$ cat src/sv/xkc_pkg.sv
// Shared constants, codes and types of the repeating-key XOR cipher with XOR tag.
`default_nettype none
package xkc_pkg;

  localparam int KEY_BYTES   = 32;
  localparam int TAG_BYTES   = 16;
  localparam int KEY_WORDS   = 4;
  localparam int KEY_WORD_W  = 64;
  localparam int KEY_IDX_W   = $clog2(KEY_WORDS);
  localparam int PADDR_W     = KEY_IDX_W + 3;
  localparam int POS_W       = $clog2(KEY_BYTES);
  localparam int SLOT_W      = $clog2(TAG_BYTES);
  localparam int FILL_W      = $clog2(TAG_BYTES + 1);
  localparam int COUNT_W     = 64;
  localparam int QUEUE_DEPTH = 2;
  localparam int QPTR_W      = $clog2(QUEUE_DEPTH);
  localparam int QUSED_W     = $clog2(QUEUE_DEPTH + 1);

  localparam logic OP_ENCRYPT = 1'b0;
  localparam logic OP_DECRYPT = 1'b1;

  localparam logic [1:0] KIND_DATA   = 2'd0;
  localparam logic [1:0] KIND_TAG    = 2'd1;
  localparam logic [1:0] KIND_STATUS = 2'd2;

  localparam logic [1:0] ST_OK       = 2'd0;
  localparam logic [1:0] ST_MISMATCH = 2'd1;
  localparam logic [1:0] ST_SHORT    = 2'd2;

  localparam logic [1:0] TR_NONE   = 2'd0;
  localparam logic [1:0] TR_STATUS = 2'd1;
  localparam logic [1:0] TR_TAG    = 2'd2;

  typedef struct packed {
    logic               has_data;
    logic [7:0]         data;
    logic [1:0]         trailer;
    logic [1:0]         status;
    logic [COUNT_W-1:0] count;
  } rec_t;

  typedef struct packed {
    logic fold;
    logic shift;
    logic clear;
  } tag_ctrl_t;

endpackage
`default_nettype wire

$ cat src/sv/xkc_tag_cell.sv
// One tag accumulator byte: folds plaintext in, clears, and shifts towards the output.
`default_nettype none
module xkc_tag_cell
  import xkc_pkg::*;
(
  input  wire logic       clk,
  input  wire logic       rst_n,
  input  tag_ctrl_t       ctrl,
  input  wire logic [7:0] fold_byte,
  input  wire logic [7:0] shift_in,
  output logic      [7:0] value,
  output logic      [7:0] folded
);

  logic [7:0] value_r;
  logic [7:0] value_nxt;

  assign value  = value_r;
  assign folded = ctrl.fold ? (value_r ^ fold_byte) : value_r;

  always_comb begin
    if (ctrl.clear) begin
      value_nxt = '0;
    end else if (ctrl.shift) begin
      value_nxt = shift_in;
    end else begin
      value_nxt = folded;
    end
  end

  always_ff @(posedge clk) begin
    if (!rst_n) begin
      value_r <= '0;
    end else begin
      value_r <= value_nxt;
    end
  end

endmodule
`default_nettype wire

$ cat src/sv/xkc_win_cell.sv
// One delay window byte: takes its neighbour's byte on every decrypt transfer.
`default_nettype none
module xkc_win_cell
  import xkc_pkg::*;
(
  input  wire logic       clk,
  input  wire logic       shift,
  input  wire logic [7:0] shift_in,
  output logic      [7:0] value
);

  logic [7:0] value_r;
  logic [7:0] value_nxt;

  assign value     = value_r;
  assign value_nxt = shift ? shift_in : value_r;

  always_ff @(posedge clk) begin
    value_r <= value_nxt;
  end

endmodule
`default_nettype wire

$ cat src/sv/xkc_out_queue.sv
// Small queue of result records between the cipher chain and the output sequencer.
`default_nettype none
module xkc_out_queue
  import xkc_pkg::*;
(
  input  wire logic clk,
  input  wire logic rst_n,
  input  wire logic push,
  input  rec_t      push_rec,
  input  wire logic pop,
  output rec_t      head_rec,
  output logic      not_empty,
  output logic      full
);

  rec_t               slot_r [QUEUE_DEPTH];
  logic [QPTR_W-1:0]  rd_ptr_r;
  logic [QPTR_W-1:0]  rd_ptr_nxt;
  logic [QPTR_W-1:0]  wr_ptr_r;
  logic [QPTR_W-1:0]  wr_ptr_nxt;
  logic [QUSED_W-1:0] used_r;
  logic [QUSED_W-1:0] used_nxt;

  assign head_rec  = slot_r[rd_ptr_r];
  assign not_empty = (used_r != '0);
  assign full      = (used_r == QUSED_W'(QUEUE_DEPTH));

  function automatic logic [QPTR_W-1:0] ptr_inc(input logic [QPTR_W-1:0] p);
    ptr_inc = (p == QPTR_W'(QUEUE_DEPTH - 1)) ? '0 : p + 1'b1;
  endfunction

  always_comb begin
    rd_ptr_nxt = pop ? ptr_inc(rd_ptr_r) : rd_ptr_r;
    wr_ptr_nxt = push ? ptr_inc(wr_ptr_r) : wr_ptr_r;
    used_nxt   = used_r;
    if (push && !pop) begin
      used_nxt = used_r + 1'b1;
    end else if (pop && !push) begin
      used_nxt = used_r - 1'b1;
    end
  end

  always_ff @(posedge clk) begin
    if (!rst_n) begin
      rd_ptr_r <= '0;
      wr_ptr_r <= '0;
      used_r   <= '0;
    end else begin
      rd_ptr_r <= rd_ptr_nxt;
      wr_ptr_r <= wr_ptr_nxt;
      used_r   <= used_nxt;
    end
  end

  always_ff @(posedge clk) begin
    if (push) begin
      slot_r[wr_ptr_r] <= push_rec;
    end
  end

endmodule
`default_nettype wire

$ cat src/sv/xor_key_cipher_with_xor_tag_core.sv
// Top level of the repeating-key XOR cipher with XOR checksum tag.
//
//   Channel  Direction  Handshake                  Payload
//   in       input      in_valid / in_stall        in_op, in_data_byte, in_last_byte
//   out      output     out_valid / out_stall      out_byte, out_kind, out_status,
//                                                  out_message_count, out_end_of_run
//   cfg      input      psel, penable, pwrite      paddr, pwdata, prdata, pready
//
// One input byte is taken per cycle within a message while in_stall is low; each byte
// updates the tag cells, the window cells or both at the edge of its transfer and its
// results leave through a two-record queue. The last byte of an encrypted message
// blocks the input until the 16 tag bytes have left the tag cells, one per output transfer.
// Reset is synchronous and clears the key registers, the counter and all message state.
// A stalled output holds its result; the input is stalled only while the queue is full
// or a tag is being sent.
`default_nettype none
module xor_key_cipher_with_xor_tag_core
  import xkc_pkg::*;
(
  input  wire logic                  clk,
  input  wire logic                  rst_n,
  input  wire logic                  in_valid,
  output logic                       in_stall,
  input  wire logic                  in_op,
  input  wire logic [7:0]            in_data_byte,
  input  wire logic                  in_last_byte,
  output logic                       out_valid,
  input  wire logic                  out_stall,
  output logic      [7:0]            out_byte,
  output logic      [1:0]            out_kind,
  output logic      [1:0]            out_status,
  output logic      [COUNT_W-1:0]    out_message_count,
  output logic                       out_end_of_run,
  input  wire logic                  psel,
  input  wire logic                  penable,
  input  wire logic                  pwrite,
  input  wire logic [PADDR_W-1:0]    paddr,
  input  wire logic [KEY_WORD_W-1:0] pwdata,
  output logic      [KEY_WORD_W-1:0] prdata,
  output logic                       pready
);

  logic [KEY_WORD_W-1:0] key_r [KEY_WORDS];
  logic [KEY_IDX_W-1:0]  cfg_idx;
  logic                  cfg_wr;

  logic [POS_W-1:0]   pos_r;
  logic [POS_W-1:0]   pos_nxt;
  logic [SLOT_W-1:0]  slot_r;
  logic [SLOT_W-1:0]  slot_nxt;
  logic [FILL_W-1:0]  fill_r;
  logic [FILL_W-1:0]  fill_nxt;
  logic               in_msg_r;
  logic               in_msg_nxt;
  logic               op_r;
  logic               op_nxt;
  logic [COUNT_W-1:0] cnt_r;
  logic [COUNT_W-1:0] cnt_nxt;
  logic               tag_busy_r;
  logic               tag_busy_nxt;
  logic [SLOT_W-1:0]  tag_idx_r;
  logic [SLOT_W-1:0]  tag_idx_nxt;
  logic               phase_r;
  logic               phase_nxt;

  logic [KEY_BYTES*8-1:0] key_vec;
  logic [7:0]             key_byte;
  logic                   in_fire;
  logic                   out_fire;
  logic                   eff_op;
  logic                   dec;
  logic                   win_full;
  logic                   full_after;
  logic [7:0]             cipher_src;
  logic [7:0]             cipher_res;
  logic [7:0]             plain;
  logic                   do_fold;
  logic                   win_shift;
  logic                   tag_match;
  logic [1:0]             dec_status;
  logic                   inc;

  logic [7:0]      win_val    [TAG_BYTES];
  logic [7:0]      win_in     [TAG_BYTES];
  logic [7:0]      tag_val    [TAG_BYTES];
  logic [7:0]      tag_folded [TAG_BYTES];
  logic [7:0]      tag_in     [TAG_BYTES];
  tag_ctrl_t       tag_ctrl   [TAG_BYTES];
  logic [TAG_BYTES-1:0] byte_eq;

  logic q_push;
  rec_t q_push_rec;
  logic q_pop;
  rec_t head;
  logic q_not_empty;
  logic q_full;
  logic data_phase;
  logic tag_shift;
  logic tag_last;

  // Configuration registers.
  assign cfg_idx = paddr[PADDR_W-1:3];
  assign cfg_wr  = psel && penable && pwrite;
  assign pready  = 1'b1;
  assign prdata  = key_r[cfg_idx];

  always_ff @(posedge clk) begin
    if (!rst_n) begin
      for (int i = 0; i < KEY_WORDS; i++) begin
        key_r[i] <= '0;
      end
    end else if (cfg_wr) begin
      key_r[cfg_idx] <= pwdata;
    end
  end

  always_comb begin
    for (int i = 0; i < KEY_WORDS; i++) begin
      key_vec[i*KEY_WORD_W +: KEY_WORD_W] = key_r[i];
    end
  end

  assign key_byte = key_vec[{pos_r, 3'b000} +: 8];

  // Cipher step on the byte of the current transfer.
  assign in_stall   = q_full || tag_busy_r;
  assign in_fire    = in_valid && !in_stall;
  assign eff_op     = in_msg_r ? op_r : in_op;
  assign dec        = (eff_op == OP_DECRYPT);
  assign win_full   = (fill_r == FILL_W'(TAG_BYTES));
  assign full_after = win_full || (fill_r == FILL_W'(TAG_BYTES - 1));
  assign cipher_src = dec ? win_val[0] : in_data_byte;
  assign cipher_res = cipher_src ^ key_byte;
  assign plain      = dec ? cipher_res : in_data_byte;
  assign do_fold    = in_fire && (!dec || win_full);
  assign win_shift  = in_fire && dec;

  genvar g;
  generate
    for (g = 0; g < TAG_BYTES; g++) begin : g_cells
      if (g == TAG_BYTES - 1) begin : g_end
        assign win_in[g] = in_data_byte;
        assign tag_in[g] = 8'h00;
      end else begin : g_mid
        assign win_in[g] = win_val[g+1];
        assign tag_in[g] = tag_val[g+1];
      end

      assign tag_ctrl[g].fold  = do_fold && (slot_r == SLOT_W'(g));
      assign tag_ctrl[g].shift = tag_shift;
      assign tag_ctrl[g].clear = in_fire && dec && in_last_byte;
      assign byte_eq[g]        = (win_in[g] == tag_folded[g]);

      xkc_win_cell u_win (
        .clk      (clk),
        .shift    (win_shift),
        .shift_in (win_in[g]),
        .value    (win_val[g])
      );

      xkc_tag_cell u_tag (
        .clk       (clk),
        .rst_n     (rst_n),
        .ctrl      (tag_ctrl[g]),
        .fold_byte (plain),
        .shift_in  (tag_in[g]),
        .value     (tag_val[g]),
        .folded    (tag_folded[g])
      );
    end
  endgenerate

  assign tag_match  = &byte_eq;
  assign dec_status = !full_after ? ST_SHORT : (tag_match ? ST_OK : ST_MISMATCH);
  assign inc        = in_fire && in_last_byte && (!dec || (dec_status == ST_OK));
  assign cnt_nxt    = cnt_r + COUNT_W'(inc);

  always_comb begin
    pos_nxt    = pos_r;
    slot_nxt   = slot_r;
    fill_nxt   = fill_r;
    in_msg_nxt = in_msg_r;
    op_nxt     = op_r;
    if (in_fire) begin
      if (in_last_byte) begin
        pos_nxt    = '0;
        slot_nxt   = '0;
        fill_nxt   = '0;
        in_msg_nxt = 1'b0;
        op_nxt     = OP_ENCRYPT;
      end else begin
        in_msg_nxt = 1'b1;
        op_nxt     = eff_op;
        if (do_fold) begin
          pos_nxt  = (pos_r == POS_W'(KEY_BYTES - 1)) ? '0 : pos_r + 1'b1;
          slot_nxt = (slot_r == SLOT_W'(TAG_BYTES - 1)) ? '0 : slot_r + 1'b1;
        end
        if (dec && !win_full) begin
          fill_nxt = fill_r + 1'b1;
        end
      end
    end
  end

  // Result records.
  assign q_push = in_fire && (!dec || win_full || in_last_byte);

  always_comb begin
    q_push_rec.has_data = !dec || win_full;
    q_push_rec.data     = cipher_res;
    q_push_rec.status   = (dec && in_last_byte) ? dec_status : ST_OK;
    q_push_rec.count    = cnt_nxt;
    if (!in_last_byte) begin
      q_push_rec.trailer = TR_NONE;
    end else if (dec) begin
      q_push_rec.trailer = TR_STATUS;
    end else begin
      q_push_rec.trailer = TR_TAG;
    end
  end

  xkc_out_queue u_queue (
    .clk       (clk),
    .rst_n     (rst_n),
    .push      (q_push),
    .push_rec  (q_push_rec),
    .pop       (q_pop),
    .head_rec  (head),
    .not_empty (q_not_empty),
    .full      (q_full)
  );

  // Output sequencer: data transfer first, then the status or the tag transfers.
  assign out_valid  = q_not_empty;
  assign out_fire   = out_valid && !out_stall;
  assign data_phase = head.has_data && !phase_r;
  assign tag_last   = (tag_idx_r == SLOT_W'(TAG_BYTES - 1));
  assign tag_shift  = out_fire && !data_phase && (head.trailer == TR_TAG);

  always_comb begin
    out_message_count = head.count;
    out_byte          = 8'h00;
    out_kind          = KIND_DATA;
    out_status        = ST_OK;
    out_end_of_run    = 1'b0;
    if (data_phase) begin
      out_byte = head.data;
    end else if (head.trailer == TR_TAG) begin
      out_byte       = tag_val[0];
      out_kind       = KIND_TAG;
      out_end_of_run = tag_last;
    end else begin
      out_kind       = KIND_STATUS;
      out_status     = head.status;
      out_end_of_run = 1'b1;
    end
  end

  always_comb begin
    q_pop = 1'b0;
    if (out_fire) begin
      if (data_phase) begin
        q_pop = (head.trailer == TR_NONE);
      end else if (head.trailer == TR_TAG) begin
        q_pop = tag_last;
      end else begin
        q_pop = 1'b1;
      end
    end
  end

  always_comb begin
    phase_nxt = phase_r;
    if (q_pop) begin
      phase_nxt = 1'b0;
    end else if (out_fire && data_phase) begin
      phase_nxt = 1'b1;
    end
  end

  assign tag_idx_nxt  = tag_shift ? (tag_last ? '0 : tag_idx_r + 1'b1) : tag_idx_r;
  assign tag_busy_nxt = (in_fire && !dec && in_last_byte) ||
                        (tag_busy_r && !(tag_shift && tag_last));

  always_ff @(posedge clk) begin
    if (!rst_n) begin
      pos_r      <= '0;
      slot_r     <= '0;
      fill_r     <= '0;
      in_msg_r   <= 1'b0;
      op_r       <= OP_ENCRYPT;
      cnt_r      <= '0;
      tag_busy_r <= 1'b0;
      tag_idx_r  <= '0;
      phase_r    <= 1'b0;
    end else begin
      pos_r      <= pos_nxt;
      slot_r     <= slot_nxt;
      fill_r     <= fill_nxt;
      in_msg_r   <= in_msg_nxt;
      op_r       <= op_nxt;
      cnt_r      <= cnt_nxt;
      tag_busy_r <= tag_busy_nxt;
      tag_idx_r  <= tag_idx_nxt;
      phase_r    <= phase_nxt;
    end
  end

  a_fill_bound: assert property (@(posedge clk) disable iff (!rst_n)
    fill_r <= FILL_W'(TAG_BYTES))
    else $error("delay window fill count beyond the tag length");

  a_eor_kind: assert property (@(posedge clk) disable iff (!rst_n)
    out_valid && out_end_of_run |-> out_kind != KIND_DATA)
    else $error("end of run marked on a data transfer");

  a_tag_busy: assert property (@(posedge clk) disable iff (!rst_n)
    out_valid && (out_kind == KIND_TAG) |-> tag_busy_r)
    else $error("tag transfer while no tag is being sent");

  a_msg_clear: assert property (@(posedge clk) disable iff (!rst_n)
    in_fire && in_last_byte |=> (fill_r == '0) && (pos_r == '0) && !in_msg_r)
    else $error("message state not cleared after the last byte");

endmodule
`default_nettype wire
$ cat config.mk
export PLATFORM = sky130hd
export DESIGN_NAME = xor_key_cipher_with_xor_tag_core
export DESIGN_NICKNAME = d
export VERILOG_FILES = /design/src/sv/xkc_pkg.sv /design/src/sv/xkc_tag_cell.sv /design/src/sv/xkc_win_cell.sv /design/src/sv/xkc_out_queue.sv /design/src/sv/xor_key_cipher_with_xor_tag_core.sv
export SDC_FILE = /design/constraint.sdc
export NUM_CORES = 1
export LEC_CHECK = 0
export BUFFER_PORTS_ARGS = -buffer_cell sky130_fd_sc_hd__buf_4
export CELL_PAD_IN_SITES_DETAIL_PLACEMENT = 1
export CELL_PAD_IN_SITES_GLOBAL_PLACEMENT = 1
export CORE_MARGIN = 1.5
export CORE_UTILIZATION = 23
export CTS_CLUSTER_SIZE = 30
export DETAILED_ROUTE_END_ITERATION = 7
export HOLD_SLACK_MARGIN = 0.08
export PLACE_DENSITY_LB_ADDON = 0.1
export SETUP_SLACK_MARGIN = 0.02
export SLEW_MARGIN = 20
export SYNTH_ARGS = -nofsm -noshare
export SYNTH_HDL_FRONTEND = slang
export SYNTH_HIERARCHICAL = 1
export SYNTH_SLANG_ARGS = --single-unit
$ cat constraint.sdc
create_clock -name clk -period 19.3 [get_ports clk]
set_input_delay 3.86 -clock clk [delete_from_list [all_inputs] [get_ports clk]]
set_output_delay 3.86 -clock clk [all_outputs]
set_load 0.03 [all_outputs]
Word-level counts from Yosys, hierarchy flattened:

Memories as Yosys holds them, arrays and structs flattened. A register that Yosys moved wholly into a read port is not among the register bits.
Cells that the tools add are included.

* divide/modulo/power cells: 0
* $mul: 0
* shifts and indexed selects: 1
* reductions and logical operators: 67
* $add $sub $neg: 9
* eq/ne operators: 37
* bitwise logic cells: 18
* $lt $le $gt $ge: 0
* muxes and demuxes: 75

Operator list (count)
* $mux 8: 35
* $shiftx 256x9->8: 1
* $xor 8x8->8: 17
* $eq 8x8->1: 16
* $add 64x1->64: 1
* $mux 64: 1
* $reduce_or 64->1: 1
* $logic_and 1x1->1: 38
* $eq 4x4->1 const B: 9
* $mux 5: 5
* $mux 2: 11
* $mux 1: 19
* $eq 4x3->1 const B: 4
* $mux 4: 4
* $reduce_and 16->1: 1
* $add 5x1->5 const B: 2
* $eq 5x5->1 const B: 2
* $logic_not 1->1: 9
* $add 4x1->4 const B: 2
* $eq 4x2->1 const B: 2
* $reduce_bool 2->1: 4
* $logic_or 1x1->1: 6
* $eq 5x4->1 const B: 1
* $eq 2x2->1 const B: 2
* other kinds (10): 14

* bits of input ports: 86
* ROM bits: 0
* memory bits (writable): 410
* memories kept: 2
* logic and storage cells: 253
* register bits: 346
* bits in latches: 0
* output and inout bits: 144

Memories
* key_r: words 4, width 64, rd ports 5, clocked after Yosys merged registers in 0, write ports 4, line xor_key_cipher_with_xor_tag_core.sv:43 `logic [KEY_WORD_W-1:0] key_r [KEY_WORDS];`
* u_queue.slot_r: words 2, width 77, rd ports 1, clocked after Yosys merged registers in 1, write ports 1, line xkc_out_queue.sv:16 `rec_t slot_r [QUEUE_DEPTH];`

Longest topological paths before layout:

* word-level depth: 15
* mapped depth: 25

Modules after synthesis:

The synthesis kept the hierarchy.

Modules (own cells, without submodules)
* xor_key_cipher_with_xor_tag_core: cells an instance 1575, times used 1, area an instance 19168.4 µm², seq. area each 9409.0 µm²
* xkc_tag_cell: cells an instance 62, times used 16, area an instance 583.1 µm², seq. area each 160.2 µm²
* xkc_out_queue: cells an instance 262, times used 1, area an instance 5910.7 µm², seq. area each 4724.5 µm²
* xkc_win_cell: cells an instance 8, times used 16, area an instance 240.2 µm², seq. area each 240.2 µm²

Least setup slack after synthesis:

OpenSTA, ideal clock, no wires.

* kind: input -> register
* from: input port in_op
* to: memory u_queue/slot_r[0][33] (netlist bit) (data pin)
* data arrival time: 11313 ps
* library setup time: 266 ps
* slack: 7721 ps
* stages: 18
* required time: 19034 ps
* path through: mux2_2 -> clkbuf_1 -> nand2_1 -> o311ai_0 -> nand2_1 -> xnor2_1 -> xnor2_1 -> nand4_1 -> nor4_1 -> nand4_1 -> or4_1 -> o31ai_1 -> ha_1 -> nand2_1 -> nor3_2 -> nand4_2 -> or4_1 -> xnor2_1

RTL lines
* start: declaration: line xor_key_cipher_with_xor_tag_core.sv:24 `input wire logic in_op,`
* end: declaration: line xkc_out_queue.sv:16

==> flow_summary.yaml <==
synthesis:
  synth_area_leaders: "edfxtp_1 42%, dfxtp_1 11%, mux4_2 6.7%"
  synth_seq_cells: 757
  synth_top_flop_cell: "edfxtp_1"
  async_reset_ff_share_pct: 0
  ys_seq_area_share_pct: 53.7
  yosysTopAreaCell: "edfxtp_1"
  synthesis.area_um2: 38300
  yosysUniqueCellTypes: 64
  ys_warn_count: 6
  synth.avg_cell_area_um2: 12.9
  synth_top_area_share_pct: 42.2
  synth-edff-count: 538
  syn_inst: 2957
clock_tree:
  cts-root-buf: "clkbuf_16"
  cts_hold_buf: 0
  path_clk_slew_ns: 0.05
  insertion_delay_ns: 0.74
  clock_path_buffers: 3
  post_cts_buffers: 0
  cts_sinks: 757
  htree_levels: 3
  cts_made_buffers: 96
  ctsResizeCount: 0
  cts_tree: "built"
die:
  core.rowCount: 149
  die_h_um: 411
  design.die.area_um2: 169000
  pin_count: 230
  design.core.area_um2: 165000
  start_util_pct: 23.2
  fp.dieW_um: 411
place:
  numPortBuffers: 225
  gp_congestion: 0.782
  dp_hpwl_um: 89400
worst_setup_path:
  cp_max_fo: 24
  end_kind: "register"
  ff2ff_path_depth: 25
  r2r-start: "pos_r[1]"
  crit_type: "in -> reg"
  endpoint: "cnt_r[40]"
  critPathRequiredTime_ns: 19.93
  cp-start-kind: "input port"
  critPathArrivalTime_ns: 11.30
  setup.worst_path.start: "in_op"
  rr_endpoint: "cnt_r[40]"
  r2r_slack_ns: 10.74
outcome:
  status: "complete, but fails checks"
  violations: "DRC"
cells_and_area:
  final_layout_size_suffix_gt1_share_pct: 25.8
  nets: 3271
  fill_cells: 17780
  area_delta_synth_final_pct: 19.3
  final_cell_mix: "538 x edfxtp_1, 333 x and2_1, 282 x buf_4"
  final_common_cell: "edfxtp_1"
power:
  powerDensity_nw_per_um2: 107
  power_frac_comb_pct: 20.6
  leakagePower_nw: 15.2
  p_switching_mw: 1.53
  p_seq_share_pct: 41.5
  internal_power_mw: 3.35
  p_clk_share_pct: 37.9
  p_sw_share_pct: 31.3
  power_mw: 4.87
  ir_drop_uv: 66.2
routing:
  drt_iter0_drc: 1282
  routed_wl_um: 131000
  drc: 26
  firstDrtPassIters: 7
  via_per_inst: 4.60
  wl_per_cell_um: 24.0
  ant_nets: 0
  vias: 25078
grt:
  antenna_found_initial: 8
  grt_overflow: 0
  grt_pass1_vias: 27023
  grt_max_degree: 192
  grt_use_total_pct: 15.3
  grt_pass1_wl_um: 191000
sta:
  maxSlewViolCount: 0
  fin_worst_skew_ns: 0.0635
  fmax_mhz: 93.7
  slew_headroom_pct: 31.2
  rsz0062_at_grt: "no"
  worst_pin_slew_ns: 1.03
  period_share_pct: 55.3
  hold_violations: 0
  finalCriticalPeriod_ns: 10.67
  finalSetupViolCount: 0
  fin_setup_tns_ns: 0
flow_run:
  cap_violations: 0
worst_hold_path:
  hold_path_class: "reg -> reg"
## Yosys cell counts (all sizes together), types with 12 or more instances
| cell type | number |
|---|---|
| inv | 33 |
| nor2b | 143 |
| nor4 | 156 |
| a211oi | 128 |
| mux4 | 113 |
| and4b | 128 |
| buf | 97 |
| o22ai | 28 |
| clkbuf | 75 |
| nand4 | 48 |
| nand2b | 32 |
| edfxtp | 538 |
| dfxtp | 219 |
| xor2 | 51 |
| o21ai | 16 |
| and2 | 335 |
| mux2i | 33 |
| mux2 | 78 |
| nor3 | 22 |
| a22oi | 12 |
| a21oi | 12 |
| nand3 | 40 |
| ha | 12 |
| nor2 | 65 |
| xnor2 | 277 |
| nand2 | 200 |
## layout make-up
cell class,count,area (µm²),area share [%]
flip-flops and latches,757,20500,45.0
diodes,4,10.0,0.0219
clock buffers,118,2550,5.58
multi-input cells,2002,16900,37.0
inverters,33,131,0.288
repair buffers,283,2130,4.66
well taps,2189,2740,6.00
clock inverters,63,664,1.46
## logic make-up after synthesis
| kind of cell | share of synthesized area (%) |
|---|---|
| compound gates | 4.29 |
| xor+xnor | 7.51 |
| fa+ha+maj | 0.393 |
| buf+inv | 2.78 |
| flops | 53.7 |
| mux | 10.1 |
| other cells | 0.0196 |
| simple gates | 21.2 |
## stage by stage
| step | std cells | setup slack (ns) | hold WS (ns) | util, % | instance area, µm² |
|---|---|---|---|---|---|
| floorplan | 2964 | 7.72 | 0.426 | - | 38300 |
| global placement | 5264 | 7.97 | 0.456 | 25.7 | 42400 |
| detailed placement | 5264 | 7.92 | 0.459 | 25.7 | 42400 |
| CTS | 5445 | 8.67 | 0.445 | 27.7 | 45600 |
| global route | 5446 | 8.39 | 0.459 | 27.7 | 45600 |
| finish | 5449 | 8.63 | 0.440 | 27.7 | 45600 |
## worst max-delay path, stage by stage
cell and delay [ns]:
buf_4 0.12, mux2i_4 0.12, buf_4 0.33, or2_2 0.23, and2_1 0.25, nand2_1 0.25
nor2_1 0.24, buf_4 0.30, nand2_1 0.10, xnor2_1 0.22, xnor2_1 0.50, nand4_1 0.25
nor4_1 0.73, nand4_1 0.15, or4_1 0.71, o31ai_1 0.36, ha_1 0.26, ha_1 0.23
nand4_1 0.35, nor2_1 0.45, nand4_1 0.45, nor2_1 0.30, xor2_1 0.32, and2_1 0.17
## how the worst min path moves through the flow
stage | slack (ns) | from | cells after the start | endpoint
6_report | 0.44 | g_cells[11].u_win/value[4] | 0 | g_cells[10].u_win/value[4]
5_1_grt | 0.46 | g_cells[11].u_win/value[4] | 0 | g_cells[10].u_win/value[4]
4_1_cts | 0.44 | g_cells[11].u_win/value[4] | 0 | g_cells[10].u_win/value[4]
3_5_place_dp | 0.46 | g_cells[11].u_win/value[4] | 0 | g_cells[10].u_win/value[4]
3_3_place_gp | 0.46 | g_cells[10].u_win/value[6] | 0 | g_cells[9].u_win/value[6]
2_1_floorplan | 0.43 | g_cells[1].u_win/value[3] | 0 | g_cells[0].u_win/value[3]
## power by group through the flow
stage                     logic (mW)  clock network, mW  registers (mW)
after global routing            1.07               1.96            2.04
final                           1.00               1.85            2.02
after CTS                       1.03               1.91            2.03
after detailed placement        1.03                  0            2.06
after global placement          1.01                  0            2.05
after floorplan                0.638                  0            2.02
## metal layers
layer	wire (µm)	part of all wire, %	GRT usage [%]
met1	59300	45	20.0
met2	63900	49	26.0
met3	4910	3.8	2.58
met4	2720	2.1	3.75
met5	36	0.028	0
## flip-flops by register name (all words and copies together) (netlist names), named ones only
register / flops
fill_r: 5
u_queue/wr_ptr_r: 1
slot_r: 4
g_cells.u_win/value: 128
cnt_r: 64
u_queue/used_r: 2
in_msg_r: 1
tag_busy_r: 1
op_r: 1
phase_r: 1
g_cells.u_tag/value: 128
tag_idx_r: 4
u_queue/rd_ptr_r: 1
u_queue/slot_r: 154
key_r: 256
pos_r: 5
(Power assumes the default switching activity.)
